`config.mk`:
```
export PLATFORM = sky130hd
export DESIGN_NAME = tick_accounting_timeout_unit
export DESIGN_NICKNAME = d
export VERILOG_FILES = /design/src/sv/tatu_pkg.sv /design/src/sv/tatu_ctrl.sv /design/src/sv/tatu_dpath.sv /design/src/sv/tick_accounting_timeout_unit.sv
export SDC_FILE = /design/constraint.sdc
export NUM_CORES = 2
export LEC_CHECK = 0
export BUFFER_PORTS_ARGS = -buffer_cell sky130_fd_sc_hd__buf_2
export CAP_MARGIN = 15
export CORE_MARGIN = 2
export CORE_UTILIZATION = 30
export DETAILED_ROUTE_END_ITERATION = 6
export HOLD_SLACK_MARGIN = 0.02
export PLACE_DENSITY_LB_ADDON = 0.1
export SYNTH_ARGS = -nofsm -noshare
export SYNTH_HDL_FRONTEND = slang
export SYNTH_HIERARCHICAL = 1
export SYNTH_SLANG_ARGS = --single-unit
```
`constraint.sdc`:
```
create_clock -name clk -period 23.7 [get_ports clk]
set_clock_uncertainty 0.2 [all_clocks]
set_input_delay 2.37 -clock clk [delete_from_list [all_inputs] [get_ports clk]]
set_output_delay 2.37 -clock clk [all_outputs]
set_load 0.005 [all_outputs]
```
`src/sv/tatu_pkg.sv`:
```
// Package for the tick accounting and timeout unit.
// Holds request, interrupt action and register index codes, reset values,
// the controller state type and the controller/datapath interface structs.
package tatu_pkg;

	// default counter width handed to the top level
	localparam int DEF_COUNTER_WIDTH = 32;

	// request type codes
	localparam logic [1:0] REQ_COMPARE = 2'd0;
	localparam logic [1:0] REQ_TIMEOUT = 2'd1;
	localparam logic [1:0] REQ_ELAPSED = 2'd2;

	// interrupt action codes
	localparam logic [1:0] IRQ_NONE   = 2'd0;
	localparam logic [1:0] IRQ_UNMASK = 2'd1;
	localparam logic [1:0] IRQ_MASK   = 2'd2;

	// configuration register indexes
	localparam logic [1:0] CFG_CYCLES_PER_TICK = 2'd0;
	localparam logic [1:0] CFG_CYCLES_MAX      = 2'd1;
	localparam logic [1:0] CFG_TICKLESS_MODE   = 2'd2;

	// configuration reset values
	localparam logic [31:0] RST_CYCLES_PER_TICK = 32'd1;
	localparam logic [31:0] RST_CYCLES_MAX      = 32'd3221225472;
	localparam logic        RST_TICKLESS_MODE   = 1'b1;

	// controller states
	typedef enum logic [1:0] {
		ST_IDLE,
		ST_DIV,
		ST_MUL,
		ST_FIN
	} state_t;

	// commands from controller to datapath
	typedef struct packed {
		logic load;      // capture request, seed divider
		logic div_step;  // one restoring division step
		logic mul;       // register the timeout product
		logic finish;    // write result and update tick state
	} ctl_cmd_t;

	// status from datapath to controller
	typedef struct packed {
		logic tickless;  // tickless mode register
		logic out_free;  // output register can take a result this cycle
	} ctl_sts_t;

endpackage

```
`src/sv/tatu_ctrl.sv`:
```
// Controller state machine for the tick accounting and timeout unit.
// Sequences capture, bit-serial division, product and result write.
// Depends on tatu_pkg.
module tatu_ctrl #(
	parameter int COUNTER_WIDTH = tatu_pkg::DEF_COUNTER_WIDTH
) (
	input  logic                clk,
	input  logic                arst_n,
	input  logic                in_valid,
	output logic                in_stall,
	input  logic [1:0]          req_type,
	input  tatu_pkg::ctl_sts_t  sts,
	output tatu_pkg::ctl_cmd_t  cmd
);
	import tatu_pkg::*;

	localparam int CYC_W  = (COUNTER_WIDTH < 32) ? COUNTER_WIDTH : 32;
	localparam int STEP_W = $clog2(CYC_W);

	state_t              state_q, state_nxt;
	logic [STEP_W-1:0]   step_q;
	logic                div_last;

	assign div_last = (step_q == STEP_W'(CYC_W - 1));

	// state register
	always_ff @(posedge clk or negedge arst_n) begin
		if (!arst_n) begin
			state_q <= ST_IDLE;
		end else begin
			state_q <= state_nxt;
		end
	end

	// division step counter
	always_ff @(posedge clk or negedge arst_n) begin
		if (!arst_n) begin
			step_q <= '0;
		end else if (cmd.load) begin
			step_q <= '0;
		end else if (cmd.div_step) begin
			step_q <= step_q + 1'b1;
		end
	end

	// next state
	always_comb begin
		state_nxt = state_q;
		unique case (state_q)
			ST_IDLE: begin
				if (in_valid) begin
					priority if (req_type == REQ_COMPARE) begin
						state_nxt = ST_DIV;
					end else if (req_type == REQ_ELAPSED) begin
						state_nxt = sts.tickless ? ST_DIV : ST_FIN;
					end else if (req_type == REQ_TIMEOUT) begin
						state_nxt = ST_MUL;
					end else begin
						state_nxt = ST_FIN;
					end
				end
			end
			ST_DIV: begin
				if (div_last) begin
					state_nxt = ST_FIN;
				end
			end
			ST_MUL: begin
				state_nxt = ST_FIN;
			end
			ST_FIN: begin
				if (sts.out_free) begin
					state_nxt = ST_IDLE;
				end
			end
		endcase
	end

	// outputs
	always_comb begin
		in_stall     = (state_q != ST_IDLE);
		cmd.load     = (state_q == ST_IDLE) && in_valid;
		cmd.div_step = (state_q == ST_DIV);
		cmd.mul      = (state_q == ST_MUL);
		cmd.finish   = (state_q == ST_FIN) && sts.out_free;
	end

endmodule

```
`src/sv/tatu_dpath.sv`:
```
// Datapath for the tick accounting and timeout unit: configuration,
// tick state, restoring divider, timeout multiplier and output register.
// Depends on tatu_pkg; driven by tatu_ctrl commands.
module tatu_dpath #(
	parameter int COUNTER_WIDTH = tatu_pkg::DEF_COUNTER_WIDTH
) (
	input  logic                clk,
	input  logic                arst_n,
	input  tatu_pkg::ctl_cmd_t  cmd,
	output tatu_pkg::ctl_sts_t  sts,
	input  logic                cfg_we,
	input  logic [1:0]          cfg_index,
	input  logic [31:0]         cfg_data,
	input  logic [1:0]          req_type,
	input  logic [31:0]         counter_value,
	input  logic signed [31:0]  timeout_ticks,
	input  logic                idle_flag,
	output logic                out_valid,
	input  logic                out_stall,
	output logic                compare_valid,
	output logic [31:0]         compare_value,
	output logic                announce_valid,
	output logic [31:0]         tick_count_out,
	output logic [1:0]          irq_action
);
	import tatu_pkg::*;

	// cycle arithmetic width: counter width, limited to 32 bits
	localparam int CYC_W = (COUNTER_WIDTH < 32) ? COUNTER_WIDTH : 32;

	logic [31:0]        cpt_q, cmax_q;
	logic               tickless_q;
	logic [1:0]         req_q;
	logic [CYC_W-1:0]   ctr_q;
	logic [31:0]        tmo_q;
	logic               idle_q;
	logic [CYC_W-1:0]   ac_q;
	logic [31:0]        at_q, ets_q;
	logic [32:0]        rem_q;
	logic [CYC_W-1:0]   quo_q;
	logic [CYC_W-1:0]   prod_q;
	logic               out_valid_q;

	logic [31:0]        div;
	logic [32:0]        rem_sh;
	logic               rem_ge;
	logic [31:0]        tick_sum;

	// result and state update of the finishing request
	logic               r_cv, r_av;
	logic [31:0]        r_cval, r_tco;
	logic [1:0]         r_irq;
	logic               upd_cmp, upd_ets;
	logic [CYC_W-1:0]   ac_new, clamp_v, cyc_dist, next_v;
	logic               forever_t, over;

	// zero cycles per tick divides as one
	assign div = (cpt_q == 32'd0) ? 32'd1 : cpt_q;

	// configuration registers
	always_ff @(posedge clk or negedge arst_n) begin
		if (!arst_n) begin
			cpt_q      <= RST_CYCLES_PER_TICK;
			cmax_q     <= RST_CYCLES_MAX;
			tickless_q <= RST_TICKLESS_MODE;
		end else if (cfg_we) begin
			unique case (cfg_index)
				CFG_CYCLES_PER_TICK: cpt_q      <= cfg_data;
				CFG_CYCLES_MAX:      cmax_q     <= cfg_data;
				CFG_TICKLESS_MODE:   tickless_q <= cfg_data[0];
				default: ;
			endcase
		end
	end

	// request capture
	always_ff @(posedge clk) begin
		if (cmd.load) begin
			req_q  <= req_type;
			ctr_q  <= CYC_W'(counter_value);
			tmo_q  <= $unsigned(timeout_ticks);
			idle_q <= idle_flag;
		end
	end

	// restoring divider, one quotient bit per cycle
	assign rem_sh = {rem_q[31:0], quo_q[CYC_W-1]};
	assign rem_ge = (rem_sh >= {1'b0, div});

	always_ff @(posedge clk) begin
		if (cmd.load) begin
			rem_q <= '0;
			quo_q <= CYC_W'(counter_value) - ac_q;
		end else if (cmd.div_step) begin
			rem_q <= rem_ge ? (rem_sh - {1'b0, div}) : rem_sh;
			quo_q <= {quo_q[CYC_W-2:0], rem_ge};
		end
	end

	// timeout target: (ticks announced + elapsed + requested) * cycles per tick
	assign tick_sum = at_q + ets_q + tmo_q;

	always_ff @(posedge clk) begin
		if (cmd.mul) begin
			prod_q <= CYC_W'(tick_sum * cpt_q);
		end
	end

	// result of the current request
	always_comb begin
		r_cv      = 1'b0;
		r_cval    = '0;
		r_av      = 1'b0;
		r_tco     = '0;
		r_irq     = IRQ_NONE;
		upd_cmp   = 1'b0;
		upd_ets   = 1'b0;
		// announce lands on the last whole tick boundary
		ac_new    = ctr_q - CYC_W'(rem_q);
		clamp_v   = ac_q + CYC_W'(cmax_q);
		cyc_dist  = prod_q - ac_q;
		over      = (32'(cyc_dist) > cmax_q);
		forever_t = (tmo_q == 32'hFFFF_FFFF);
		next_v    = (forever_t || over) ? clamp_v : prod_q;
		unique case (req_q)
			REQ_COMPARE: begin
				upd_cmp = 1'b1;
				r_av    = 1'b1;
				r_tco   = 32'(quo_q);
				if (tickless_q) begin
					r_irq = IRQ_MASK;
				end else begin
					r_cv   = 1'b1;
					r_cval = 32'(ac_new + CYC_W'(div));
				end
			end
			REQ_TIMEOUT: begin
				if (tickless_q && !(idle_q && forever_t)) begin
					r_cv   = 1'b1;
					r_cval = 32'(next_v);
					r_irq  = IRQ_UNMASK;
				end
			end
			REQ_ELAPSED: begin
				if (tickless_q) begin
					upd_ets = 1'b1;
					r_tco   = 32'(quo_q);
				end
			end
			default: ;
		endcase
	end

	// tick state
	always_ff @(posedge clk or negedge arst_n) begin
		if (!arst_n) begin
			ac_q  <= '0;
			at_q  <= '0;
			ets_q <= '0;
		end else if (cmd.finish) begin
			if (upd_cmp) begin
				ac_q  <= ac_new;
				at_q  <= at_q + 32'(quo_q);
				ets_q <= '0;
			end else if (upd_ets) begin
				ets_q <= 32'(quo_q);
			end
		end
	end

	// output register
	always_ff @(posedge clk or negedge arst_n) begin
		if (!arst_n) begin
			out_valid_q <= 1'b0;
		end else if (cmd.finish) begin
			out_valid_q <= 1'b1;
		end else if (!out_stall) begin
			out_valid_q <= 1'b0;
		end
	end

	always_ff @(posedge clk) begin
		if (cmd.finish) begin
			compare_valid  <= r_cv;
			compare_value  <= r_cval;
			announce_valid <= r_av;
			tick_count_out <= r_tco;
			irq_action     <= r_irq;
		end
	end

	assign out_valid    = out_valid_q;
	assign sts.out_free = !out_valid_q || !out_stall;
	assign sts.tickless = tickless_q;

endmodule

```
`src/sv/tick_accounting_timeout_unit.sv`:
```
// Tick accounting and timeout unit, one request at a time.
// Compare event or tickless elapsed query: the request passes through the
// restoring divider (one quotient bit per cycle, CW = min(COUNTER_WIDTH,32)),
// then the result write. Set timeout: one multiply state, then the result
// write. Other requests go straight to the result write. A new request is taken only once the result is written.
// Reset clears the tick state and loads register defaults; no clearing pass.
module tick_accounting_timeout_unit #(
	parameter int COUNTER_WIDTH = tatu_pkg::DEF_COUNTER_WIDTH
) (
	input  logic               clk,
	input  logic               arst_n,
	input  logic               cfg_we,
	input  logic [1:0]         cfg_index,
	input  logic [31:0]        cfg_data,
	input  logic               in_valid,
	output logic               in_stall,
	input  logic [1:0]         req_type,
	input  logic [31:0]        counter_value,
	input  logic signed [31:0] timeout_ticks,
	input  logic               idle_flag,
	output logic               out_valid,
	input  logic               out_stall,
	output logic               compare_valid,
	output logic [31:0]        compare_value,
	output logic               announce_valid,
	output logic [31:0]        tick_count_out,
	output logic [1:0]         irq_action
);
	import tatu_pkg::*;

	ctl_cmd_t cmd;
	ctl_sts_t sts;

	// sequencer
	tatu_ctrl #(
		.COUNTER_WIDTH(COUNTER_WIDTH)
	) u_ctrl (
		.clk      (clk),
		.arst_n   (arst_n),
		.in_valid (in_valid),
		.in_stall (in_stall),
		.req_type (req_type),
		.sts      (sts),
		.cmd      (cmd)
	);

	// arithmetic, state and output register
	tatu_dpath #(
		.COUNTER_WIDTH(COUNTER_WIDTH)
	) u_dpath (
		.clk            (clk),
		.arst_n         (arst_n),
		.cmd            (cmd),
		.sts            (sts),
		.cfg_we         (cfg_we),
		.cfg_index      (cfg_index),
		.cfg_data       (cfg_data),
		.req_type       (req_type),
		.counter_value  (counter_value),
		.timeout_ticks  (timeout_ticks),
		.idle_flag      (idle_flag),
		.out_valid      (out_valid),
		.out_stall      (out_stall),
		.compare_valid  (compare_valid),
		.compare_value  (compare_value),
		.announce_valid (announce_valid),
		.tick_count_out (tick_count_out),
		.irq_action     (irq_action)
	);

endmodule

```
* Word-level counts from Yosys, hierarchy flattened
Index checks and enable logic that the tools add are counted.
Word-level totals: word-level logic and storage cells 105, memory bits (writable) 0, memories 0, input port bits 106, output and inout port bits 70, register bits 400, memory bits (read-only) 0, latch bits 0
Cells by class: bitwise operators 0, shift operators 0, div/mod/pow operators 0, mux-type cells 33, eq/ne operators 15, reduce and logical (&&, ||, !) cells 23, $add $sub $neg 10, multiply operators 1, order comparisons 2
Operators with widths (count):
- $mux 32 | 10
- $add 32x32->32 | 5
- $pmux 32 s2 | 2
- $sub 32x32->32 | 4
- $ge 33x32->1 | 1
- $eq 32x32->1 const B | 1
- $gt 32x32->1 | 1
- $logic_not 32->1 | 1
- $mul 32x32->32 | 1
- $mux 2 | 7
- $eq 2x2->1 const B | 5
- $mux 5 | 2
- $reduce_and 2->1 | 5
- $mux 1 | 9
- $eq 2x1->1 const B | 4
- $logic_not 2->1 | 4
- $pmux 2 s4 | 1
- $ne 2x1->1 const B | 3
- $reduce_bool 2->1 | 3
- $add 5x1->5 const B | 1
- $eq 5x5->1 const B | 1
- $logic_and 1x1->1 | 4
- $pmux 2 s2 | 1
- $logic_not 1->1 | 3
- other kinds (4) | 5

* Longest topological paths before layout
depth after elaboration 6, mapped depth 47, gate-level depth less buffers 47

* Cells and area by module
Netlist, hierarchy kept.
By module, submodules not included:
- tatu_dpath | area an instance 42832.3 um^2, instances 1, cells an instance 4558, seq. area each 10675.2 um^2
- tatu_ctrl | area an instance 430.4 um^2, instances 1, cells an instance 44, seq. area each 175.2 um^2

* Worst setup path before layout
Ideal clock, no wire load.
kind flip-flop to flip-flop, start reg u_dpath.tmo_q[9], end reg u_dpath.prod_q[31] (data pin), path buffers 0, period minus slack after synthesis 11.038 ns, stages on the path, launching flop included 41, arrival time 10.578 ns, required time 23.240 ns, setup time 0.260 ns, slack 12.662 ns, cells stage by stage edfxtp_1 -> fa_1 -> ha_1 -> a21o_1 -> a21o_1 -> nor4b_1 -> nor4b_1 -> a41o_1 -> nand3_1 -> o21ai_0 -> and4_1 -> a2111oi_0 -> o21bai_1 -> xor2_1 -> nand2_1 -> fa_1 -> inv_1 -> fa_1 -> [5 not listed] -> fa_1 -> fa_1 -> xnor2_1 -> xnor2_1 -> xnor2_1 -> xnor2_1 -> xnor2_1 -> xnor2_1 -> xnor3_1 -> xor3_1 -> xnor2_1 -> xnor3_1 -> xnor3_1 -> xnor3_1 -> xnor2_1 -> xnor2_1 -> xnor2_1 -> xnor2_1
Between the ends: word-level cells in the longest chain between the ends 2
Ends and longest elaborated chain:
- from (decl) | line tatu_dpath.sv:35 | logic [31:0] tmo_q;
- from (signal assigned) | line tatu_dpath.sv:81 | tmo_q <= $unsigned(timeout_ticks);
- $add 32x32->32 | line tatu_dpath.sv:101 | assign tick_sum = at_q + ets_q + tmo_q;
- $mul 32x32->32 | line tatu_dpath.sv:105 | prod_q <= CYC_W'(tick_sum * cpt_q);
- to (signal assigned) | line tatu_dpath.sv:105
- to (decl) | line tatu_dpath.sv:41 | logic [CYC_W-1:0] prod_q;
No other way between the ends. A chain may end at the register's enable or synchronous reset.

* Worst setup path after layout
start reg u_dpath.at_q[1], end reg u_dpath.prod_q[31] (data pin)
Between the ends: word-level cells in the longest chain between the ends 3
Ends and longest elaborated chain:
- from (decl) | line tatu_dpath.sv:38 | logic [31:0] at_q, ets_q;
- from (signal assigned) | line tatu_dpath.sv:163 | at_q <= at_q + 32'(quo_q);
- $add 32x32->32 (2 in a row) | line tatu_dpath.sv:101
- $mul 32x32->32 | line tatu_dpath.sv:105
No other way between the ends.

==> results <==
- Counting the buffers created by CTS gives 52.
- The iteration-0 DRC count of the detailed router is slightly above 2k.
- roughly 180 I/O pins were placed.
- Headroom to the max-slew limit came out at a little under a quarter.
- Data on the critical path arrives at its endpoint at between 10 and 15 ns.
- In the synthesized netlist the async set-or-reset flop fraction comes to about 42%.
- The wire length after detailed routing is 158000 microns.
- The max-slew violation total from the final report is 0.
- The row count is roughly 140.
- Tracing the worst setup path back leads to its startpoint at u_dpath/at_q[1].
- The number of clock sinks is 400.
- Leaving out fill and tap cells, the most frequent cell in the layout is sky130_fd_sc_hd__inv_1.
- The cell sitting at the root of the clock tree is a sky130_fd_sc_hd__clkbuf_16.
- In this run the standard cell core region covers approximately 140000 sq um.
- The period utilization is 51.6%.
- The path class of the tightest hold or removal check is flop to flop.
- The starting density of the core is between 30 and 40%.
- The count of final setup violators is 0.
- The cell depth of the worst flop-to-flop path is 44.
- In the final timing run, aggregate negative setup slack is 0 ns.
- From left edge to right edge, the die measures 384 microns.
- For the pin with the worst max-slew slack, the measured transition is 1.14 ns.
- The via count of the first global-routing pass is between 30k and 40k.
- The count of port buffers added during placement is 175.
- The number of filler cells placed in the layout is roughly 15k.
- Along the worst path, the maximum fanout reaches 9.
- The number of nets with antenna violations after detailed routing is 0.
- The largest individual stage delay along the critical path comes from the cell sky130_fd_sc_hd__xnor2_1.
- Once the clock tree was built, the setup fixing pass inserted 0 buffers.
- Yosys attributes the largest share of cell area to sky130_fd_sc_hd__fa_1 (21%), sky130_fd_sc_hd__edfxtp_1 (14%), sky130_fd_sc_hd__ha_1 (12%), sky130_fd_sc_hd__dfrtp_1 (9.5%), sky130_fd_sc_hd__inv_1 (5.7%).
- A synthesized cell averages between 9 and 10 sq um.
- For this run, the leading register cell type out of synthesis is sky130_fd_sc_hd__edfxtp_1.
- After layout, the minimum clock period comes to between 10 and 15 ns.
- The synthesized design spends more area on one cell type than any other, namely sky130_fd_sc_hd__fa_1.
- The register bit total from synthesis is 400.
- The worst reg2reg path startpoint is u_dpath/at_q[1].
- The run finished with clean final reports.
- After synthesis, flip-flops and latches occupy approximately a quarter of the total area.
- The number of buffers on the longest clock path is 3.
- The number of hold buffers added after CTS was 0.
- The initial antenna violation count was 10.
- After detailed routing, the number of vias per cell comes to ~4.9.
- The total count of hold-check failures in the final report is 0.
- At the later pin of the worst-skew pair, clock insertion delay measures between 0.6 and 0.7 ns.
- In this run the most used layer during global routing was met2.
- The type of element capturing the critical path is a flop.
- Synthesis produced a netlist with a net count of about 5.6k.
- The top achievable clock speed is between 80 and 90 MHz.
- At the end of the flow, the number of nets in the layout was ~5.7k.
- The class of the most critical setup path is flop to flop.
- For this run, the slowest stage of the critical path takes around 0.73 ns.
- The endpoint identified for the worst register-to-register timing path is u_dpath/prod_q[31].
- The post-synthesis cell area is roughly 43000 sq um.
- After clock tree synthesis, the clock-pin slew on the worst setup and hold paths is ~0.07 ns.
- For the worst setup path, the data required time is ~24 ns.
- For this run, global-route usage on met1 was measured as 30.3%.
- The level count of the clock H-tree is 2.
- The overall fraction of global-route tracks in use is a little over a fifth.
- Global routing finished with a remaining overflow of 0.
- The number of buffer and inverter instances along the worst setup path is 7.
- The path with the worst hold slack has its endpoint at u_dpath/at_q[31].
- The overall die height is between 300 and 400 microns.
- In the global route stage, met3 resource usage came out at under 10%.
- The count of synthesis-stage warnings from yosys is 6.
- Setup repair after global routing left no endpoint under its margin.
- The HPWL after detailed placement is between 100000 and 150000 microns.
- The cell seen most often among critical-path stages is sky130_fd_sc_hd__xnor2_1.
- The number of flops mapped to enable cells by yosys is approximately 200.
- The top cell types in the final layout, fill and taps aside, are sky130_fd_sc_hd__inv_1 (655), sky130_fd_sc_hd__nand2_1 (495), sky130_fd_sc_hd__fa_1 (447).
- The share of synthesized area in the top cell type comes to 20.7%.
- The area growth from synthesis to layout is 11.4%.
- The average detailed-routed wire length per instance is about 24 microns.
- The launching element type of the critical path is a flop.
- The TritonCTS clock tree is built.
- The DRC violations left is 0.
- The first-pass GRT wire length is between 200000 and 250000 microns.
- The slack of the worst reg-to-reg path is ~11 ns.
- The share of post-route cells with drive strength above 1 is around a tenth.
- The detailed-routing iteration count for the pre-antenna-repair pass is 7.
- Routability-driven placement finished with a final weighted congestion of 0.908.
- Along the worst hold path, the cell count comes to 1.
- The final route contains around 33k vias.
- Entering global routing, the biggest net connects 67 pins.
- In this design, the largest share of critical-path delay is due to adder cells.
- Global routing used 35.9% of the available met2 tracks.
- The die covers 147000 sq um.
- Max-cap violations in this run came to 0.
- The number of distinct library cells after synthesis is 79.
- In this run, post-CTS repair resized a total of 0 instances.
- In this run the most critical hold path is launched from u_dpath/at_q[31].
- The cell count after synthesis came out at between 4k and 5k.
sequential cells by signal (all words and copies together) (netlist names), 2 cells and up:
| name | flops |
|---|---|
| u_dpath/req_q | 2 |
| u_dpath/tick_count_out | 32 |
| u_dpath/quo_q | 32 |
| u_dpath/tmo_q | 32 |
| u_dpath/at_q | 32 |
| u_dpath/ctr_q | 32 |
| u_dpath/rem_q | 32 |
| u_dpath/irq_action | 2 |
| u_dpath/cmax_q | 32 |
| u_dpath/ac_q | 32 |
| u_dpath/cpt_q | 32 |
| u_ctrl/step_q | 5 |
| u_dpath/ets_q | 32 |
| u_dpath/compare_value | 32 |
| u_ctrl/state_q | 2 |
| u_dpath/prod_q | 32 |
cell type report:
type / count / area, sq um / share of cell area (%)
antenna: 2 / 5.00 / 0.0104
clock buffer: 72 / 1420 / 2.94
clock inverter: 25 / 339 / 0.704
inverter: 656 / 2460 / 5.11
multi-input combinational: 3361 / 29400 / 60.9
sequential: 400 / 10900 / 22.5
tap: 1903 / 2380 / 4.94
timing repair buffer: 242 / 1390 / 2.87
cell usage after synthesis (all sizes together) (7+ instances only):
cell,number
and2,272
or2,11
buf,11
nor2,203
o22ai,26
o21bai,40
o41ai,8
mux2i,29
nor3,54
o211ai,14
a211o,8
or3,11
nor4,16
inv,655
nand3,39
o31a,7
a21o,86
nor2b,39
o21ai,229
xnor2,181
o21a,33
mux2,82
a21boi,26
clkbuf,174
a2111oi,7
nand2,498
o31ai,19
edfxtp,199
and3,23
nand4,29
xnor3,7
fa,447
xor2,89
and4,8
dfrtp,165
ha,409
nand2b,66
dfxtp,32
a31oi,20
a211oi,37
a21oi,231
layer usage:
layer,share of wire [%],wire length [microns]
met1,47,74800
met2,47,73800
met3,3.7,5800
met4,2.4,3860
met5,0,0
worst max-delay path by stage:
stage	to	slack, ns	depth (start not counted)
after floorplan	u_dpath/prod_q[31]	12.66	40
after detailed placement	u_dpath/prod_q[31]	11.47	44
after global routing	u_dpath/prod_q[31]	10.63	44
final	u_dpath/prod_q[31]	11.48	44
after global placement	u_dpath/prod_q[31]	11.51	40
after CTS	u_dpath/prod_q[31]	11.43	44
per-stage QoR:
stage | worst slack, ns | std cells | hold WS (ns) | area [sq um] | utilization (%)
after floorplan | 12.66 | 4602 | 0.249 | 43300 | -
after global placement | 11.51 | 6560 | 0.277 | 46400 | 32.4
after global routing | 10.63 | 6659 | 0.303 | 48200 | 33.6
after CTS | 11.43 | 6658 | 0.295 | 48200 | 33.6
after detailed placement | 11.47 | 6561 | 0.277 | 46400 | 32.4
final | 11.48 | 6661 | 0.295 | 48200 | 33.6
cells by family (layout without fill, tap and decap cells):
logic type / count (synthesis) / count (layout) / synth area share, %
fa+ha+maj: 856 / 856 / 32.5
mux: 111 / 111 / 2.81
flops: 400 / 400 / 25.1
xor+xnor: 280 / 280 / 6.01
simple gates: 1283 / 1283 / 14.4
other cells: 0 / 2 / 0
compound gates: 831 / 831 / 11.9
buf+inv: 841 / 995 / 7.32
Power is not shown: default switching activity piles up to over one toggle a cycle in this logic, so the estimate is an artifact.
